## src/design/assert_macros.svh

```systemverilog
// assertion macros shared by the decoder modules
// expects clk_i and rst_ni in the scope of every use
`ifndef ASSERT_MACROS_SVH
`define ASSERT_MACROS_SVH

// property must hold at every clock edge outside reset
`define OPWFD_ASSERT(label, prop) \
  label: assert property (@(posedge clk_i) disable iff (!rst_ni) (prop)) \
    else $error("opwfd assertion failed");

// expression must never be true outside reset
`define OPWFD_NEVER(label, expr) \
  label: assert property (@(posedge clk_i) disable iff (!rst_ni) !(expr)) \
    else $error("opwfd forbidden condition seen");

`endif

```

## src/design/opwfd_pkg.sv

```systemverilog
// types and constants of the ook pulse width frame decoder
// used by every module of the block, depends on nothing
`default_nettype none

package opwfd_pkg;

  localparam int unsigned UnitW       = 12;
  localparam int unsigned DurW        = 16;
  localparam int unsigned CmpW        = DurW + 1;
  localparam int unsigned PcountW     = 7;
  localparam int unsigned BcountW     = 6;
  localparam int unsigned ShiftBits   = 36;
  localparam int unsigned StatusW     = 3;
  localparam int unsigned IdW         = 8;
  localparam int unsigned ChanW       = 2;
  localparam int unsigned TempW       = 12;
  localparam int unsigned HumW        = 8;

  localparam logic [UnitW-1:0] UnitReset = 12'd250;

  localparam int unsigned FramePulsesDefault = 74;
  localparam int unsigned MinBitsDefault     = 36;
  localparam int unsigned QueueDepthDefault  = 2;

  typedef enum logic [1:0] {
    CLS_BIT0,
    CLS_BIT1,
    CLS_GAP,
    CLS_BAD
  } cls_e;

  typedef enum logic [StatusW-1:0] {
    ST_OK        = 3'd0,
    ST_NO_SYNC   = 3'd1,
    ST_BAD_COUNT = 3'd2,
    ST_BAD_PULSE = 3'd3,
    ST_FEW_BITS  = 3'd4
  } status_e;

  typedef struct packed {
    logic first;
    logic last;
    logic sync_ok;
    cls_e cls;
  } pulse_t;

endpackage

`default_nettype wire

```

## src/design/opwfd_front.sv

```systemverilog
// front end: unit register and per-pulse classification against the unit windows
// depends on opwfd_pkg
`default_nettype none

module opwfd_front (
  input  wire logic                        clk_i,
  input  wire logic                        rst_ni,
  input  wire logic                        cfg_we_i,
  input  wire logic [opwfd_pkg::UnitW-1:0] cfg_wdata_i,
  input  wire logic                        pulse_level_i,
  input  wire logic [opwfd_pkg::DurW-1:0]  duration_us_i,
  input  wire logic                        first_pulse_i,
  input  wire logic                        last_pulse_i,
  output opwfd_pkg::pulse_t                pulse_o
);
  import opwfd_pkg::*;

  logic [UnitW-1:0] unit_q, unit_d;
  logic [CmpW-1:0]  u1, u3, u5, u7, u9, half_u, dur, dur2;
  logic             is_bit0, is_bit1, is_gap;

  always_comb begin
    unit_d = cfg_we_i ? cfg_wdata_i : unit_q;
  end

  always_ff @(posedge clk_i or negedge rst_ni) begin
    if (!rst_ni) begin
      unit_q <= UnitReset;
    end else begin
      unit_q <= unit_d;
    end
  end

  // window edges, all fit in 17 bits for a 12-bit unit
  always_comb begin
    u1     = CmpW'(unit_q);
    u3     = (u1 << 1) + u1;
    u5     = (u1 << 2) + u1;
    u7     = (u1 << 3) - u1;
    u9     = (u1 << 3) + u1;
    half_u = CmpW'(unit_q[UnitW-1:1]);
    dur    = CmpW'(duration_us_i);
    dur2   = {duration_us_i, 1'b0};

    is_bit0 = pulse_level_i && (dur > u1) && (dur < u3);
    is_bit1 = pulse_level_i && (dur > u3) && (dur < u5);
    is_gap  = !pulse_level_i && (dur > half_u) && (dur2 < u3);

    pulse_o.first   = first_pulse_i;
    pulse_o.last    = last_pulse_i;
    pulse_o.sync_ok = pulse_level_i && (dur > u7) && (dur < u9);
    if (is_bit0) begin
      pulse_o.cls = CLS_BIT0;
    end else if (is_bit1) begin
      pulse_o.cls = CLS_BIT1;
    end else if (is_gap) begin
      pulse_o.cls = CLS_GAP;
    end else begin
      pulse_o.cls = CLS_BAD;
    end
  end

endmodule

`default_nettype wire

```

## src/design/opwfd_queue.sv

```systemverilog
// short queue of classified pulses between front and back end
// depends on opwfd_pkg and assert_macros.svh
`default_nettype none

module opwfd_queue #(
  parameter int unsigned Depth = opwfd_pkg::QueueDepthDefault
) (
  input  wire logic     clk_i,
  input  wire logic     rst_ni,
  input  wire logic     push_i,
  input  wire opwfd_pkg::pulse_t push_data_i,
  output logic          ready_o,
  output logic          valid_o,
  output opwfd_pkg::pulse_t pop_data_o,
  input  wire logic     pop_i
);
  import opwfd_pkg::*;

  localparam int unsigned PtrW = (Depth > 1) ? $clog2(Depth) : 1;
  localparam int unsigned CntW = $clog2(Depth + 1);

  pulse_t            mem_q [Depth];
  logic [PtrW-1:0]   wr_ptr_q, wr_ptr_d, rd_ptr_q, rd_ptr_d;
  logic [CntW-1:0]   count_q, count_d;
  logic              do_push, do_pop;

  always_comb begin
    ready_o    = (count_q < CntW'(Depth));
    valid_o    = (count_q != '0);
    pop_data_o = mem_q[rd_ptr_q];
    do_push    = push_i && ready_o;
    do_pop     = pop_i && valid_o;

    wr_ptr_d = wr_ptr_q;
    if (do_push) begin
      wr_ptr_d = (wr_ptr_q == PtrW'(Depth - 1)) ? '0 : wr_ptr_q + 1'b1;
    end
    rd_ptr_d = rd_ptr_q;
    if (do_pop) begin
      rd_ptr_d = (rd_ptr_q == PtrW'(Depth - 1)) ? '0 : rd_ptr_q + 1'b1;
    end
    count_d = count_q;
    if (do_push && !do_pop) begin
      count_d = count_q + 1'b1;
    end else if (do_pop && !do_push) begin
      count_d = count_q - 1'b1;
    end
  end

  always_ff @(posedge clk_i or negedge rst_ni) begin
    if (!rst_ni) begin
      wr_ptr_q <= '0;
      rd_ptr_q <= '0;
      count_q  <= '0;
    end else begin
      wr_ptr_q <= wr_ptr_d;
      rd_ptr_q <= rd_ptr_d;
      count_q  <= count_d;
    end
  end

  always_ff @(posedge clk_i) begin
    if (do_push) begin
      mem_q[wr_ptr_q] <= push_data_i;
    end
  end

`include "assert_macros.svh"

  `OPWFD_NEVER(a_count_bound, count_q > CntW'(Depth))
  `OPWFD_ASSERT(a_count_track, (do_push && !do_pop) |=> count_q == $past(count_q) + 1'b1)

endmodule

`default_nettype wire

```

## src/design/opwfd_back.sv

```systemverilog
// back end: frame state, bit shifting, status and field unpacking, result register
// depends on opwfd_pkg and assert_macros.svh
`default_nettype none

module opwfd_back #(
  parameter int unsigned FramePulses = opwfd_pkg::FramePulsesDefault,
  parameter int unsigned MinBits     = opwfd_pkg::MinBitsDefault
) (
  input  wire logic                          clk_i,
  input  wire logic                          rst_ni,
  input  wire logic                          valid_i,
  input  wire opwfd_pkg::pulse_t             pulse_i,
  output logic                               pop_o,
  output logic                               out_valid_o,
  input  wire logic                          out_ready_i,
  output logic [opwfd_pkg::StatusW-1:0]      status_o,
  output logic [opwfd_pkg::IdW-1:0]          sensor_id_o,
  output logic                               battery_flag_o,
  output logic [opwfd_pkg::ChanW-1:0]        channel_number_o,
  output logic signed [opwfd_pkg::TempW-1:0] temperature_o,
  output logic [opwfd_pkg::HumW-1:0]         humidity_o
);
  import opwfd_pkg::*;

  logic [PcountW-1:0]   pcount_q, pcount_d, pcount_n;
  logic [BcountW-1:0]   bcount_q, bcount_d, bcount_n;
  logic [ShiftBits-1:0] shreg_q, shreg_d, shreg_n;
  logic                 sync_q, sync_d, sync_n;
  logic                 err_q, err_d, err_n;
  logic                 out_valid_q, out_valid_d;
  status_e              status_q, status_d;
  logic [IdW-1:0]       id_q, id_d;
  logic                 batt_q, batt_d;
  logic [ChanW-1:0]     chan_q, chan_d;
  logic [TempW-1:0]     temp_q, temp_d;
  logic [HumW-1:0]      hum_q, hum_d;
  logic                 new_frame, take_result;

  always_comb begin
    pop_o       = valid_i && (!pulse_i.last || !out_valid_q || out_ready_i);
    take_result = pop_o && pulse_i.last;
    new_frame   = pulse_i.first || (pcount_q == '0);

    pcount_n = pcount_q;
    bcount_n = bcount_q;
    shreg_n  = shreg_q;
    sync_n   = sync_q;
    err_n    = err_q;
    if (new_frame) begin
      bcount_n = '0;
      shreg_n  = '0;
      sync_n   = pulse_i.sync_ok;
      err_n    = 1'b0;
      pcount_n = '0;
    end else begin
      case (pulse_i.cls)
        CLS_BIT0, CLS_BIT1: begin
          if (bcount_q < BcountW'(ShiftBits)) begin
            shreg_n = {shreg_q[ShiftBits-2:0], (pulse_i.cls == CLS_BIT1)};
          end
          if (bcount_q != '1) begin
            bcount_n = bcount_q + 1'b1;
          end
        end
        CLS_GAP: begin
        end
        CLS_BAD: begin
          err_n = 1'b1;
        end
        default: begin
          err_n = 1'b1;
        end
      endcase
    end
    if (pcount_n != '1) begin
      pcount_n = pcount_n + 1'b1;
    end

    // status in priority order
    if (!sync_n) begin
      status_d = ST_NO_SYNC;
    end else if (pcount_n != PcountW'(FramePulses)) begin
      status_d = ST_BAD_COUNT;
    end else if (err_n) begin
      status_d = ST_BAD_PULSE;
    end else if (bcount_n < BcountW'(MinBits)) begin
      status_d = ST_FEW_BITS;
    end else begin
      status_d = ST_OK;
    end

    id_d   = '0;
    batt_d = 1'b0;
    chan_d = '0;
    temp_d = '0;
    hum_d  = '0;
    if (status_d == ST_OK) begin
      id_d   = shreg_n[35:28];
      batt_d = shreg_n[27];
      chan_d = shreg_n[25:24];
      temp_d = shreg_n[23:12];
      hum_d  = shreg_n[7:0];
    end

    pcount_d = pcount_q;
    bcount_d = bcount_q;
    shreg_d  = shreg_q;
    sync_d   = sync_q;
    err_d    = err_q;
    if (take_result) begin
      pcount_d = '0;
      bcount_d = '0;
      shreg_d  = '0;
      sync_d   = 1'b0;
      err_d    = 1'b0;
    end else if (pop_o) begin
      pcount_d = pcount_n;
      bcount_d = bcount_n;
      shreg_d  = shreg_n;
      sync_d   = sync_n;
      err_d    = err_n;
    end

    if (take_result) begin
      out_valid_d = 1'b1;
    end else if (out_ready_i) begin
      out_valid_d = 1'b0;
    end else begin
      out_valid_d = out_valid_q;
    end
  end

  always_ff @(posedge clk_i or negedge rst_ni) begin
    if (!rst_ni) begin
      pcount_q    <= '0;
      bcount_q    <= '0;
      shreg_q     <= '0;
      sync_q      <= 1'b0;
      err_q       <= 1'b0;
      out_valid_q <= 1'b0;
    end else begin
      pcount_q    <= pcount_d;
      bcount_q    <= bcount_d;
      shreg_q     <= shreg_d;
      sync_q      <= sync_d;
      err_q       <= err_d;
      out_valid_q <= out_valid_d;
    end
  end

  // result payload
  always_ff @(posedge clk_i) begin
    if (take_result) begin
      status_q <= status_d;
      id_q     <= id_d;
      batt_q   <= batt_d;
      chan_q   <= chan_d;
      temp_q   <= temp_d;
      hum_q    <= hum_d;
    end
  end

  always_comb begin
    out_valid_o      = out_valid_q;
    status_o         = status_q;
    sensor_id_o      = id_q;
    battery_flag_o   = batt_q;
    channel_number_o = chan_q;
    temperature_o    = signed'(temp_q);
    humidity_o       = hum_q;
  end

`include "assert_macros.svh"

  `OPWFD_ASSERT(a_fail_fields_zero, (out_valid_q && status_q != ST_OK) |->
    (id_q == '0 && !batt_q && chan_q == '0 && temp_q == '0 && hum_q == '0))
  `OPWFD_ASSERT(a_closed_frame_clear, (pcount_q == '0) |->
    (bcount_q == '0 && shreg_q == '0 && !sync_q && !err_q))

endmodule

`default_nettype wire

```

## src/design/ook_pulse_width_frame_decoder.sv

```systemverilog
// top level of the ook pulse width frame decoder
// instantiates opwfd_front, opwfd_queue and opwfd_back, depends on opwfd_pkg
//
// input channel: one timed pulse per transfer (level, duration, first and last marks)
// output channel: one result per burst, sent on the transfer of the pulse marked last
// configuration: pulse_unit_us written through cfg_we_i / cfg_wdata_i, reset 250,
//   write only while no pulse is in flight
// the front classifies a pulse in the cycle of its transfer and writes it into a
//   short queue; the back end pops one pulse per cycle and updates the frame state
// throughput: one pulse per cycle, unless a last pulse waits on a stalled receiver
// the result of a last pulse is registered when the back end pops it
// a stalled receiver holds the result register; the back end keeps consuming pulses
//   that are not marked last, and the queue fills only when a second result waits
// reset clears the unit to 250, empties the queue, closes any open frame and drops
//   a pending result
`default_nettype none

module ook_pulse_width_frame_decoder #(
  parameter int unsigned FramePulses = opwfd_pkg::FramePulsesDefault,
  parameter int unsigned MinBits     = opwfd_pkg::MinBitsDefault,
  parameter int unsigned QueueDepth  = opwfd_pkg::QueueDepthDefault
) (
  input  wire logic                          clk_i,
  input  wire logic                          rst_ni,
  input  wire logic                          cfg_we_i,
  input  wire logic [opwfd_pkg::UnitW-1:0]   cfg_wdata_i,
  input  wire logic                          in_valid_i,
  output logic                               in_ready_o,
  input  wire logic                          pulse_level_i,
  input  wire logic [opwfd_pkg::DurW-1:0]    duration_us_i,
  input  wire logic                          first_pulse_i,
  input  wire logic                          last_pulse_i,
  output logic                               out_valid_o,
  input  wire logic                          out_ready_i,
  output logic [opwfd_pkg::StatusW-1:0]      status_o,
  output logic [opwfd_pkg::IdW-1:0]          sensor_id_o,
  output logic                               battery_flag_o,
  output logic [opwfd_pkg::ChanW-1:0]        channel_number_o,
  output logic signed [opwfd_pkg::TempW-1:0] temperature_o,
  output logic [opwfd_pkg::HumW-1:0]         humidity_o
);
  import opwfd_pkg::*;

  pulse_t front_pulse, queue_pulse;
  logic   queue_valid, queue_pop;

  opwfd_front u_front (
    .clk_i         (clk_i),
    .rst_ni        (rst_ni),
    .cfg_we_i      (cfg_we_i),
    .cfg_wdata_i   (cfg_wdata_i),
    .pulse_level_i (pulse_level_i),
    .duration_us_i (duration_us_i),
    .first_pulse_i (first_pulse_i),
    .last_pulse_i  (last_pulse_i),
    .pulse_o       (front_pulse)
  );

  opwfd_queue #(
    .Depth (QueueDepth)
  ) u_queue (
    .clk_i       (clk_i),
    .rst_ni      (rst_ni),
    .push_i      (in_valid_i),
    .push_data_i (front_pulse),
    .ready_o     (in_ready_o),
    .valid_o     (queue_valid),
    .pop_data_o  (queue_pulse),
    .pop_i       (queue_pop)
  );

  opwfd_back #(
    .FramePulses (FramePulses),
    .MinBits     (MinBits)
  ) u_back (
    .clk_i            (clk_i),
    .rst_ni           (rst_ni),
    .valid_i          (queue_valid),
    .pulse_i          (queue_pulse),
    .pop_o            (queue_pop),
    .out_valid_o      (out_valid_o),
    .out_ready_i      (out_ready_i),
    .status_o         (status_o),
    .sensor_id_o      (sensor_id_o),
    .battery_flag_o   (battery_flag_o),
    .channel_number_o (channel_number_o),
    .temperature_o    (temperature_o),
    .humidity_o       (humidity_o)
  );

endmodule

`default_nettype wire
```

## config.mk

```make
export PLATFORM = sky130hd
export DESIGN_NAME = ook_pulse_width_frame_decoder
export DESIGN_NICKNAME = d
export VERILOG_FILES = /design/src/design/opwfd_pkg.sv /design/src/design/opwfd_front.sv /design/src/design/opwfd_queue.sv /design/src/design/opwfd_back.sv /design/src/design/ook_pulse_width_frame_decoder.sv
export VERILOG_INCLUDE_DIRS = /design/src /design/src/design
export SDC_FILE = /design/constraint.sdc
export NUM_CORES = 1
export LEC_CHECK = 0
export BUFFER_PORTS_ARGS = -buffer_cell sky130_fd_sc_hd__buf_2
export CORE_UTILIZATION = 60
export DETAILED_ROUTE_END_ITERATION = 8
export PLACE_DENSITY = 0.92
export REMOVE_ABC_BUFFERS = 1
export SLEW_MARGIN = 30
export SYNTH_ARGS = -nofsm -noshare
export SYNTH_HDL_FRONTEND = slang
export SYNTH_SLANG_ARGS = --single-unit
```

## constraint.sdc

```tcl
create_clock -name clk_i -period 5.7 [get_ports clk_i]
set_input_delay 0.285 -clock clk_i [delete_from_list [all_inputs] [get_ports clk_i]]
set_output_delay 0.285 -clock clk_i [all_outputs]
set_load 0.02 [all_outputs]
```

Yosys cells after proc, flatten, opt, wreduce, memory -nomap -nowiden
Memories as Yosys holds them, arrays and structs flattened.
Cells that the tools add are included.
{ "word_totals": {"ff_bits": 102, "n_memories": 1, "inputBits": 36, "ram_bits": 10, "out_inout_bits": 36, "elab_cells": 113} }
{ "classes": {"mux": 36, "magnitude_cmp": 11, "n_reduce_logical": 33, "n_eq_ne": 5, "n_addsub": 10} }
{ "memory_table": {"columns": ["memory", "words", "width", "read_ports", "rd_ports_with_merged_regs", "wr", "line_no", "text"], "rows": [
  ["u_queue.mem_q", 2, 5, 1, 0, 1, "opwfd_queue.sv:22", "pulse_t mem_q [Depth];"]
]} }
{ "op_table": {"columns": ["cell", "count"], "rows": [
  ["2-to-1 mux 36 bit", 5],
  ["less-than comparator 16 x 17 -> 1 bit", 3],
  ["greater-than comparator 16 x 17 -> 1 bit", 2],
  ["2-to-1 mux 6 bit", 5],
  ["2-to-1 mux 7 bit", 4],
  ["less-than comparator 17 bit", 1],
  ["adder 15 x 12 -> 16 bit", 1],
  ["greater-than comparator 16 x 11 -> 1 bit", 1],
  ["greater-than comparator 16 x 12 -> 1 bit", 1],
  ["subtractor 15 x 12 -> 16 bit", 1],
  ["adder 14 x 12 -> 15 bit", 1],
  ["adder 13 x 12 -> 14 bit", 1],
  ["logical AND 1 bit", 14],
  ["2-to-1 mux 1 bit", 14],
  ["inequality test 7 bit, second input constant", 2],
  ["less-than comparator 6 bit, second input constant", 2],
  ["2-to-1 mux 3 bit", 4],
  ["2-to-1 mux 2 bit", 4],
  ["nonzero test 2 bit", 4],
  ["adder 7 x 1 -> 7 bit, second input constant", 1],
  ["logical NOT 7 bit", 1],
  ["adder 6 x 1 -> 6 bit, second input constant", 1],
  ["inequality test 6 bit, second input constant", 1],
  ["nonzero test 3 bit", 2],
  ["other kinds (12)", 19]
]} }

Logic depth before layout (Yosys ltp)
Gate-level depths: netlist (run 1).
An unclocked memory read counts as a cell.
{ "depth": {"word_depth": 11, "ltp_mapped": 18, "mapped_depth_nobuf": 18} }

Hierarchy
Synthesis (run 1) repeated with hierarchy kept, for this count alone.
{ "unflattened": {"cells_unflattened": 919, "hier_area_um2": 9271.4} }
{ "modules_own_cells": {"columns": ["module", "n_inst", "cells_each", "seq_area_each_um2", "area_each_um2"], "rows": [
  ["opwfd_front", 1, 564, 307.8, 4531.8],
  ["opwfd_back", 1, 322, 2322.2, 4174.0],
  ["opwfd_queue", 1, 33, 400.4, 565.5]
]} }

Worst setup path before layout (run 1)
No wires, ideal clock.
{ "synth_timing": {"path_kind": "register to register", "start": "register u_front.unit_q[3]", "end": "memory u_queue.mem_q[0][2] in the netlist's numbering, data pin", "setup_time_ps": 172, "path_buffers": 0, "period_less_slack_ps": 4375, "slack_ps": 1325, "required_ps": 5528, "stages_incl_launch_ff": 19, "arrival_time_ps": 4203, "path_cell_list": "dfstp_2 > inv_1 > ha_1 > and3b_1 > o21a_1 > o21ai_0 > nand2b_1 > a311o_1 > a31oi_1 > o211ai_1 > xnor2_1 > ha_1 > o21ai_0 > nand2b_1 > a21oi_1 > or4b_2 > a2111oi_0 > a31oi_1 > nor3_1"} }
{ "synth_rtl": {"columns": ["item", "line_no", "text"], "rows": [
  ["start: declaration", "opwfd_front.sv:18", "logic [UnitW-1:0] unit_q, unit_d;"],
  ["start signal: assignment", "opwfd_front.sv:28", "unit_q <= UnitReset;"],
  ["start signal: assignment", "opwfd_front.sv:30", "unit_q <= unit_d;"],
  ["end: declaration", "opwfd_queue.sv:22", null]
]} }

==> results of run 1 <==
[sequential cells by signal, indices dropped and copies added (netlist names)]
signal                   cells
u_back.out_valid_o           1
u_back.pcount_q              7
u_back.sensor_id_o           8
u_back.channel_number_o      2
u_queue.mem_q               10
u_back.battery_flag_o        1
u_back.temperature_o        12
u_queue.count_q              2
u_back.bcount_q              6
u_back.humidity_o            8
u_back.status_o              3
u_queue.wr_ptr_q             1
u_back.sync_q                1
u_back.err_q                 1
u_back.shreg_q              36
u_front.unit_q              12
u_queue.rd_ptr_q             1
[power by group]
part	internal, mW	switching [mW]	total (mW)
sequential	1.03	0.0948	1.13
clock	0.323	0.316	0.639
combinational	0.531	0.968	1.50
[stage by stage]
step	utilization [%]	instance area [um^2]	std cells
2_1_floorplan	-	8945	934
3_3_place_gp	65.41	9578	1195
3_5_place_dp	65.43	9582	1195
4_1_cts	67.52	9888	1211
5_1_grt	67.63	9903	1212
6_report	67.63	9903	1212
[cells by family after synthesis]
group / count (synthesis)
and+or+nand+nor: 291
AOI/OAI and AO/OA: 291
xor gates and xnor gates: 42
adders and majority gates: 138
muxes: 7
DFF: 112
buffers and inverters: 83
[layout make-up]
type,count,area (um^2),area share (%)
Timing Repair Buffer,78,415.4,4.195
Clock buffer,10,239.0,2.413
Multi-Input combinational cell,769,5722,57.78
Tap cell,184,230.2,2.325
Sequential cell,112,3030,30.60
Inverter,53,198.9,2.009
Clock inverter,6,67.56,0.6822
[how the worst max path moves through the flow]
stage,depth (start not counted),end,slack (ps)
floorplan,18,u_queue.mem_q[0][2]$_DFFE_PP_,1330
global placement,18,u_queue.mem_q[0][2]$_DFFE_PP_,1000
detailed placement,18,u_queue.mem_q[1][2]$_DFFE_PP_,810
CTS,18,u_queue.mem_q[0][2]$_DFFE_PP_,790
global route,18,u_queue.mem_q[0][2]$_DFFE_PP_,350
finish,18,u_queue.mem_q[0][2]$_DFFE_PP_,700
[Yosys cell counts, drive strengths merged, types with 9 or more instances]
library cell / count
o211ai: 9
dfrtp: 62
nand2: 120
a31oi: 10
a22o: 35
nand4: 13
clkbuf: 17
inv: 52
a21oi: 84
a21o: 14
xnor2: 27
nand3: 23
o21a: 17
nor2b: 19
nor2: 43
buf: 13
nor3: 14
nand2b: 15
ha: 135
xor2: 15
edfxtp: 44
o21ai: 55
[placed cells by master (no fill, tap or decap), types with 15 or more instances in the layout]
cell type and n:
a21oi_2 31, dfrtp_1 62, a22o_1 35, a21oi_1 53, ha_1 135, edfxtp_1 44, xor2_1 15, xnor2_1 27
o21ai_0 50, inv_1 51, nor2_1 40, nand2_1 119, o21a_1 17, nand3_1 22, nor2b_1 19, nand2b_1 15
buf_2 71
[metal layers]
layer | wire length, um | GRT usage, % | vias to the layer above
met5 | 0 | 0 | -
met1 | 9264 | 36.05 | 3722
met3 | 1216 | 3.552 | 72
met2 | 10380 | 48.27 | 310
met4 | 632 | 11.69 | 0
li1 | - | - | 3696
==> impl_results.md, run 1 <==
- Status: complete, but fails checks
- Violations in the final reports: DRC
- Distinct cell type count after synthesis: 79
- FF-to-FF End: u_queue.mem_q[0][2]$_DFFE_PP_
- Main combinational cell family by area after synthesis: compound AO/OA/AOI/OAI gates
- Worst reg2reg startpoint: u_front.unit_q[3]$_DFFE_PN1P_
- Routability Congestion: 0.9573
- Worst setup margin: 701.6 ps
- Initial DRC Count: 774
- CP Class: reg -> reg
- Crit start category: register
- Synth Area in Compound Gates: 22.73%
- Post-Syn Instances: 964
- Hold Vio Cnt, Final: 0
- Slowest CP cell: or4b_2
- Die area: 0.01566 mm^2
- First-pass GRT wire length: 35880 um
- Synthesized cell area: 0.009097 mm^2
- # IOs: 72
- Drt drc: 2
- Max Fclk: 200.1 MHz
- Setup-failing EPs final: 0
- Top-area cell type share of the netlist area: 18.57%
- Bufs on Longest Clock Path: 2
- Area share of and/or/nand/nor cells after synthesis: 15.86%
- Clock root buffer: clkbuf_16
- Initial antenna violation count: 0
- Yosys reg bits: 112
- Largest net degree at the start of global routing: 69
- Register-to-register setup slack: 700 ps
- Clock sink total: 112
- Min Clock Period, post-route: 4998 ps
- HP Class: in -> async
- H-tree levels: 3
- Worst Max-Slew Pin Slew: 637.5 ps
- Initial Utilization: 62.12%
- Num CTS Buffers: 9
- Drt total wl: 21500 um
- Worst-Skew Late Latency: 360 ps
- Buffers added on ports: 71
- Avg WL per Cell: 17.74 um
- Fill cell count: 1085
- Pre-CTS WS: 811.8 ps
- Worst Setup SP: u_front.unit_q[3]$_DFFE_PN1P_
- Total GRT Usage: 28.17%
- Final Slew Violations: 0
- Vias in the first global route: 7535
- DRT antenna net count: 0
- Final nets: 1197
- TritonCTS clock tree: done
- Worst vdd ir: 0.0002096 V
- Post-synthesis mux area share: 0.9627%
- Yosys Warn Count: 0
- Seq/Total Area, Yosys: 33.31%
- CORE AREA: 0.01464 mm^2
- Post-CTS Setup Bufs: 0
- CP cell instances: inv_1 > ha_1 > and3b_1 > o21ai_0 > a21oi_1 > o31ai_1 > a21boi_0 > a21o_1 > a21boi_0 > xnor2_1 > ha_1 > o21ai_0 > nand2b_1 > a21oi_1 > or4b_2 > a2111oi_0 > a31oi_1 > nor3_1
- Xor-xnor portion of the synthesized cell area: 4.043%
- Drt via density: 6.436
- CP endpoint kind: register
- Share of cells above drive strength 1: 14.59%
- CP Max Fanout: 8
- Gates resized, CTS repair: 0
- Die Y-Extent: 125.1 um
- Clock transition at path regs: 80 ps
- Async SR Flop Fraction: 60.71%
- Post-synth EDFFs: 44
- Max_slew headroom: 57.50%
- Critical path required time: 5870 ps
- Post-synth top area cell: ha_1
- Total negative slack: 0 ps
- Slowest stage delay, CP: 650 ps
- Reg2reg path depth: 18
- Hold_buf cts: 0
- P&R area growth vs syn: 8.857%
- Antenna diodes: 0
- Max cap viols: 0
- Hold WS: 15.16 ps
- Layout Skew: 16.02 ps
- Fin crit share: 87.69%
- Row count: 44
- Synthesized area per cell: 9.437 um^2
- Die Wd: 125.1 um
- Power Density: 329.6 mW/mm^2
- Worst Path Buf+Inv: 1
- Total grt overflow: 0
- Vias: 7800
- Adder-Cell Fraction of Synth Area: 19.23%
- Hpwl dp: 15810 um
- Post-synth top flop: dfrtp_1
- Total Power: 3.264 mW
- Delay-heaviest family, CP: compound AO/OA/AOI/OAI gates
- Leak Pwr: 4.288 nW
- RSZ-0062 raised after global routing: false
- TritonRoute pass-1 iters: 9
- CP arrival: 5170 ps
- Top post-synthesis cells by area: ha_1 (19%), dfrtp_1 (17%), edfxtp_1 (15%)
Power figures use the tool's default switching activity.
==> inputs of run 2 (changes only) <==
--- a/config.mk
+++ b/config.mk
@@ -10,6 +10,7 @@
 export CORE_UTILIZATION = 60
 export DETAILED_ROUTE_END_ITERATION = 8
 export PLACE_DENSITY = 0.92
+export RECOVER_POWER = 50
 export REMOVE_ABC_BUFFERS = 1
 export SLEW_MARGIN = 30
 export SYNTH_ARGS = -nofsm -noshare
==> impl_results.md, run 2 (synthesis results as in run 1) <==
- Leak Pwr: 4.170 nW (-2.8%)
- Vias: 7795 (-0.064%)
- Total GRT Usage: 28.17% (unchanged)
- Register share of total power: 34.9% (+0.4 points)
- Hpwl dp: 15810 um (unchanged)
- Clock transition at path regs: 80 ps (about the same)
- CP Class: reg -> reg
- Drt via density: 6.432 (about the same)
- TritonCTS clock tree: done
- Sw Share: 42.72% (+0.48 points)
- Placed Instances: 1195 (unchanged)
- Die Y-Extent: 125.1 um (unchanged)
- Layout Skew: 15.72 ps (-0.2963 ps)
- Final nets: 1197 (unchanged)
- Logic pwr share: 45.4% (-0.5 points)
- Total Power: 3.236 mW (-0.84%)
- First-pass GRT wire length: 35880 um (unchanged)
- # IOs: 72 (unchanged)
- P&R area growth vs syn: 8.252%
- Commonest cells after routing, fill and taps aside: ha_1 (135), nand2_1 (119), dfrtp_1 (62), a21oi_1 (53), inv_1 (51)
- Antenna diodes: 0 (unchanged)
- Max FFs per register: 36 (unchanged)
- H-tree levels: 3 (unchanged)
- Max Fclk: 194.0 MHz (-3.0%)
- Gates resized, CTS repair: 0 (unchanged)
- Reg area: 0.003030 mm^2 (unchanged)
- Setup-failing EPs final: 0 (unchanged)
- Die Wd: 125.1 um (unchanged)
- Largest register by flop count: u_back.shreg_q
- Max cap viols: 1 (+1)
- Clock network fraction of total power: 19.7% (about the same)
- Power Density: 328.6 mW/mm^2 (-0.28%)
- Hold Vio Cnt, Final: 0 (unchanged)
- Crit path to: u_queue.mem_q[0][2]$_DFFE_PP_
- Hold_buf cts: 0 (unchanged)
- Drt drc: 10 (+8)
- CP Max Fanout: 8 (unchanged)
- Pre-CTS WS: 811.8 ps (unchanged)
- Commonest non-fill, non-tap cell in the layout: ha_1
- Total negative slack: 0 ps (unchanged)
- Status: complete, but fails checks
- Clock root buffer: clkbuf_16
- RSZ-0062 raised after global routing: false
- TritonRoute pass-1 iters: 9 (unchanged)
- Avg WL per Cell: 17.70 um (-0.19%)
- Row count: 44 (unchanged)
- Initial antenna violation count: 0 (unchanged)
- Max_slew headroom: -145.9% (-200 points)
- Bufs on Longest Clock Path: 2 (unchanged)
- Critical path required time: 5870 ps (about the same)
- CORE AREA: 0.01464 mm^2 (unchanged)
- Worst reg2reg startpoint: u_front.unit_q[3]$_DFFE_PN1P_
- CP arrival: 5320 ps (+150 ps)
- Num CTS Buffers: 9 (unchanged)
- FF-to-FF End: u_queue.mem_q[0][2]$_DFFE_PP_
- Worst setup margin: 545.1 ps (-156.5 ps)
- Register-to-register setup slack: 550 ps (-160 ps)
- Fill cell count: 1121 (+3.3%)
- Non-filler cells, final: 1212 (unchanged)
- Post-CTS Setup Bufs: 0 (unchanged)
- Min Clock Period, post-route: 5155 ps (+156.5 ps)
- Share of cells above drive strength 1: 10.21% (-4.4 points)
- CP endpoint kind: register
- Die area: 0.01566 mm^2 (unchanged)
- Drt total wl: 21450 um (-0.19%)
- Worst Max-Slew Pin Slew: 3689 ps (+3051 ps)
- Violations in the final reports: DRC, capacitance limit, slew limit
- Sw Pwr: 1.383 mW (+0.29%)
- DRT antenna net count: 0 (unchanged)
- Worst-Skew Late Latency: 360 ps (about the same)
- Clock sink total: 112 (unchanged)
- Int Power: 1.854 mW (-1.7%)
- Fin crit share: 90.44% (+2.7 points)
- HP Class: in -> reg
- Worst vdd ir: 0.0002071 V (-1.2%)
- Routability Congestion: 0.9573 (unchanged)
- Initial DRC Count: 756 (-2.3%)
- Largest net degree at the start of global routing: 69 (unchanged)
- Initial Utilization: 62.12% (unchanged)
- Multi-input gate area: 0.005722 mm^2 (unchanged)
- Crit start category: register
- Reg2reg path depth: 18 (unchanged)
- Worst Setup SP: u_front.unit_q[3]$_DFFE_PN1P_
- Total grt overflow: 0 (unchanged)
- Vias in the first global route: 7535 (unchanged)
- Buffers added on ports: 71 (unchanged)
- Final Slew Violations: 69 (+69)
run 2: cell count changes in the layout (fill, tap and decap cells not counted), sizes merged:
cell    before  now
buf         78   39
clkbuf      10   49
run 2: worst min-delay path by stage:
stage	start	to	slack, ps	cells past startpoint
2_1_floorplan	rst_ni	u_back.bcount_q[0]$_DFFE_PN0P_	-10	0
3_3_place_gp	u_back.err_q$_DFFE_PN0P_	u_back.err_q$_DFFE_PN0P_	460	2
3_5_place_dp	u_queue.wr_ptr_q$_DFFE_PN0P_	u_queue.wr_ptr_q$_DFFE_PN0P_	470	1
4_1_cts	last_pulse_i	u_queue.mem_q[1][3]$_DFFE_PP_	120	1
5_1_grt	cfg_wdata_i[7]	u_front.unit_q[7]$_DFFE_PN1P_	160	3
6_report	cfg_wdata_i[0]	u_front.unit_q[0]$_DFFE_PN0P_	130	3
run 2: per-stage QoR:
step | area (um^2) | hold WS, ps | utilization, %
6_report | 9848 | 131.0 | 67.25
5_1_grt | 9848 | 159.3 | 67.25
3_5_place_dp | 9582 | 474.7 | 65.43
3_3_place_gp | 9578 | 464.8 | 65.41
4_1_cts | 9888 | 119.1 | 67.52
2_1_floorplan | 8945 | -10.59 | -
run 2: final cells by class:
type	instances	area share, %
Clock buffer	10	2.427
Clock inverter	6	0.6861
Inverter	53	2.020
Multi-Input combinational cell	769	58.10
Sequential cell	112	30.77
Tap cell	184	2.338
Timing Repair Buffer	78	3.659
run 2: critical path, cell delays in order (launching register included):
cell and delay [ps]:
dfstp_1 730, inv_1 190, ha_1 380, and3b_1 200
o21ai_0 210, a21oi_1 140, o31ai_1 400, a21boi_0 210
a21o_1 240, a21boi_0 220, xnor2_1 100, ha_1 300
o21ai_0 90, nand2b_1 80, a21oi_1 60, or4b_2 650
a2111oi_0 390, a31oi_1 130, nor3_1 240
run 2: layer usage:
layer	vias up	share of wire, %	global-route usage (%)
met5	-	0	0
met1	3731	43	36.05
li1	3699	-	-
met3	65	6.0	3.552
met2	300	48	48.27
met4	0	2.9	11.69
run 2: power groups by stage:
stage / Combinational [mW] / Clock, mW / Sequential (mW)
floorplan: 0.912 / 0 / 1.27
global placement: 1.43 / 0 / 1.13
detailed placement: 1.47 / 0 / 1.14
CTS: 1.48 / 0.643 / 1.13
global route: 1.63 / 0.673 / 1.15
finish: 1.47 / 0.639 / 1.13
==> inputs of run 3 (changes only) <==
--- a/config.mk
+++ b/config.mk
@@ -7,9 +7,9 @@
 export NUM_CORES = 1
 export LEC_CHECK = 0
 export BUFFER_PORTS_ARGS = -buffer_cell sky130_fd_sc_hd__buf_2
-export CORE_UTILIZATION = 60
+export CORE_UTILIZATION = 45
 export DETAILED_ROUTE_END_ITERATION = 8
-export PLACE_DENSITY = 0.92
+export PLACE_DENSITY = 0.75
 export RECOVER_POWER = 50
 export REMOVE_ABC_BUFFERS = 1
 export SLEW_MARGIN = 30
==> impl_results.md, run 3 (synthesis results as in run 1) <==
- Status: complete, but fails checks
- Violations in the final reports: capacitance limit, slew limit
- Total grt overflow: 0 (unchanged)
- Initial DRC Count: 372 (-51%)
- Hpwl dp: 16050 um (+1.5%)
- Initial Utilization: 46.29% (-16 points)
- Drt total wl: 21190 um (-1.2%)
- Vias: 7513 (-3.6%)
- Final nets: 1196 (-0.084%)
- Die area: 0.02079 mm^2 (+33%)
- Hold Vio Cnt, Final: 0 (unchanged)
- Largest register by flop count: u_back.shreg_q
- Total negative slack: 0 ps (unchanged)
- Crit start category: register
- Num CTS Buffers: 9 (unchanged)
- Worst vdd ir: 0.0002015 V (-2.7%)
- H-tree levels: 3 (unchanged)
- Gates resized, CTS repair: 0 (unchanged)
- Slowest stage delay, CP: 730 ps (about the same)
- Row count: 51 (+16%)
- Reg2reg path depth: 18 (unchanged)
- Total Power: 3.218 mW (-0.57%)
- Drt via density: 5.815 (-9.6%)
- Hold path endpoint: u_queue.mem_q[0][3]$_DFFE_PP_
- Reg area: 0.003030 mm^2 (unchanged)
- Setup-failing EPs final: 0 (unchanged)
- TritonCTS clock tree: done
- Hold_buf cts: 0 (unchanged)
- HP Class: in -> reg
- Final Slew Violations: 69 (unchanged)
- FF-to-FF End: u_queue.mem_q[1][2]$_DFFE_PP_
- Worst Max-Slew Pin Slew: 3768 ps (+78.67 ps)
- Fin crit share: 91.09% (+0.65 points)
- Die Wd: 144.2 um (+15%)
- Min Clock Period, post-route: 5192 ps (+36.99 ps)
- Worst reg2reg startpoint: u_front.unit_q[3]$_DFFE_PN1P_
- Bufs on Longest Clock Path: 2 (unchanged)
- Vias in the first global route: 7104 (-5.7%)
- Clock transition at path regs: 80 ps (about the same)
- CP endpoint kind: register
- CP Class: reg -> reg
- Post-CTS Setup Bufs: 0 (unchanged)
- Avg WL per Cell: 16.40 um (-7.4%)
- Hold Startpoint: last_pulse_i
- Multi-input gate area: 0.005722 mm^2 (unchanged)
- First-pass GRT wire length: 35050 um (-2.3%)
- Max_slew headroom: -151.2% (-5.2 points)
- Leak Pwr: 4.160 nW (-0.22%)
- Drt drc: 0 (-10)
- Worst-Skew Late Latency: 350 ps (about the same)
- CORE AREA: 0.01965 mm^2 (+34%)
- Max FFs per register: 36 (unchanged)
- Largest net degree at the start of global routing: 69 (unchanged)
- CP arrival: 5350 ps (+30 ps)
- Share of cells above drive strength 1: 10.13% (-0.087 points)
- Antenna diodes: 0 (unchanged)
- CP Max Fanout: 8 (unchanged)
- Layout Skew: 13.87 ps (-1.851 ps)
- Fill cell count: 1848 (+65%)
- Clock sink total: 112 (unchanged)
- Commonest non-fill, non-tap cell in the layout: ha_1
- Hold Path Depth: 1 (-2)
- Worst setup margin: 508.1 ps (-36.99 ps)
- DRT antenna net count: 0 (unchanged)
- Register-to-register setup slack: 510 ps (-40 ps)
- Total GRT Usage: 21.32% (-6.8 points)
- Clock root buffer: clkbuf_16
- Power Density: 323.8 mW/mm^2 (-1.5%)
- Critical path required time: 5860 ps (about the same)
- Slowest CP cell: dfstp_1
- Die Y-Extent: 144.2 um (+15%)
- Initial antenna violation count: 0 (unchanged)
- Max Fclk: 192.6 MHz (-0.71%)
- Commonest cells after routing, fill and taps aside: ha_1 (135), nand2_1 (119), dfrtp_1 (62), a21oi_1 (53), inv_1 (51)
- Buffers added on ports: 71 (unchanged)
- Routability Congestion: 0.9116 (-4.8%)
- CP cell instances: inv_1 > ha_1 > and3b_1 > o21ai_0 > a21oi_1 > o31ai_1 > a21boi_0 > a21o_1 > a21boi_0 > xnor2_1 > ha_1 > o21ai_0 > nand2b_1 > a21oi_1 > or4b_2 > a2111oi_0 > a31oi_1 > nor3_1
- Max cap viols: 1 (unchanged)
- RSZ-0062 raised after global routing: false
- TritonRoute pass-1 iters: 5 (-4)
- Pre-CTS WS: 814.2 ps (+2.391 ps)
- P&R area growth vs syn: 9.256%
- # IOs: 72 (unchanged)
[run 3: power breakdown]
group,leakage [nW],internal (mW),switching (mW)
logic,2.69,0.500,0.957
registers,1.32,1.03,0.0960
clock network,0.147,0.315,0.321
[run 3: layer usage]
layer  track usage (%)  wire, um
met1             27.80      9689
met4             7.313       467
met3             2.781       912
met5                 0         0
met2             36.28     10120
[run 3: metrics by stage]
stage,hold WS [ps],instances,area (um^2),utilization [%]
floorplan,-10.59,934,8945,-
global placement,467.3,1276,9679,49.25
detailed placement,474.4,1276,9683,49.27
CTS,116.7,1292,9991,50.83
global route,131.7,1292,9940,50.57
finish,135.2,1292,9940,50.57
[run 3: final cells by class]
type | count | area share (%)
Clock buffer | 9 | 2.266
Clock inverter | 7 | 0.8308
Inverter | 53 | 2.002
Multi-Input combinational cell | 769 | 57.57
Sequential cell | 112 | 30.49
Tap cell | 265 | 3.336
Timing Repair Buffer | 77 | 3.512
[run 3: worst max-delay path: cells and delay by family, from the launching register on]
kind / cells / cell delay [ps]
flip-flops: 1 / 730
buffers and inverters: 1 / 200
adder cells (fa/ha/maj): 2 / 670
AO/OA/AOI/OAI: 10 / 2170
XOR/XNOR: 1 / 100
AND/OR/NAND/NOR: 4 / 1140
[run 3: worst max-delay path by stage]
stage	end	cells past startpoint	from
2_1_floorplan	u_queue.mem_q[0][2]$_DFFE_PP_	18	u_front.unit_q[3]$_DFFE_PN1P_
3_3_place_gp	u_queue.mem_q[0][2]$_DFFE_PP_	18	u_front.unit_q[3]$_DFFE_PN1P_
3_5_place_dp	u_queue.mem_q[0][2]$_DFFE_PP_	18	u_front.unit_q[3]$_DFFE_PN1P_
4_1_cts	u_queue.mem_q[1][2]$_DFFE_PP_	18	u_front.unit_q[3]$_DFFE_PN1P_
5_1_grt	u_queue.mem_q[1][2]$_DFFE_PP_	18	u_front.unit_q[3]$_DFFE_PN1P_
6_report	u_queue.mem_q[1][2]$_DFFE_PP_	18	u_front.unit_q[3]$_DFFE_PN1P_
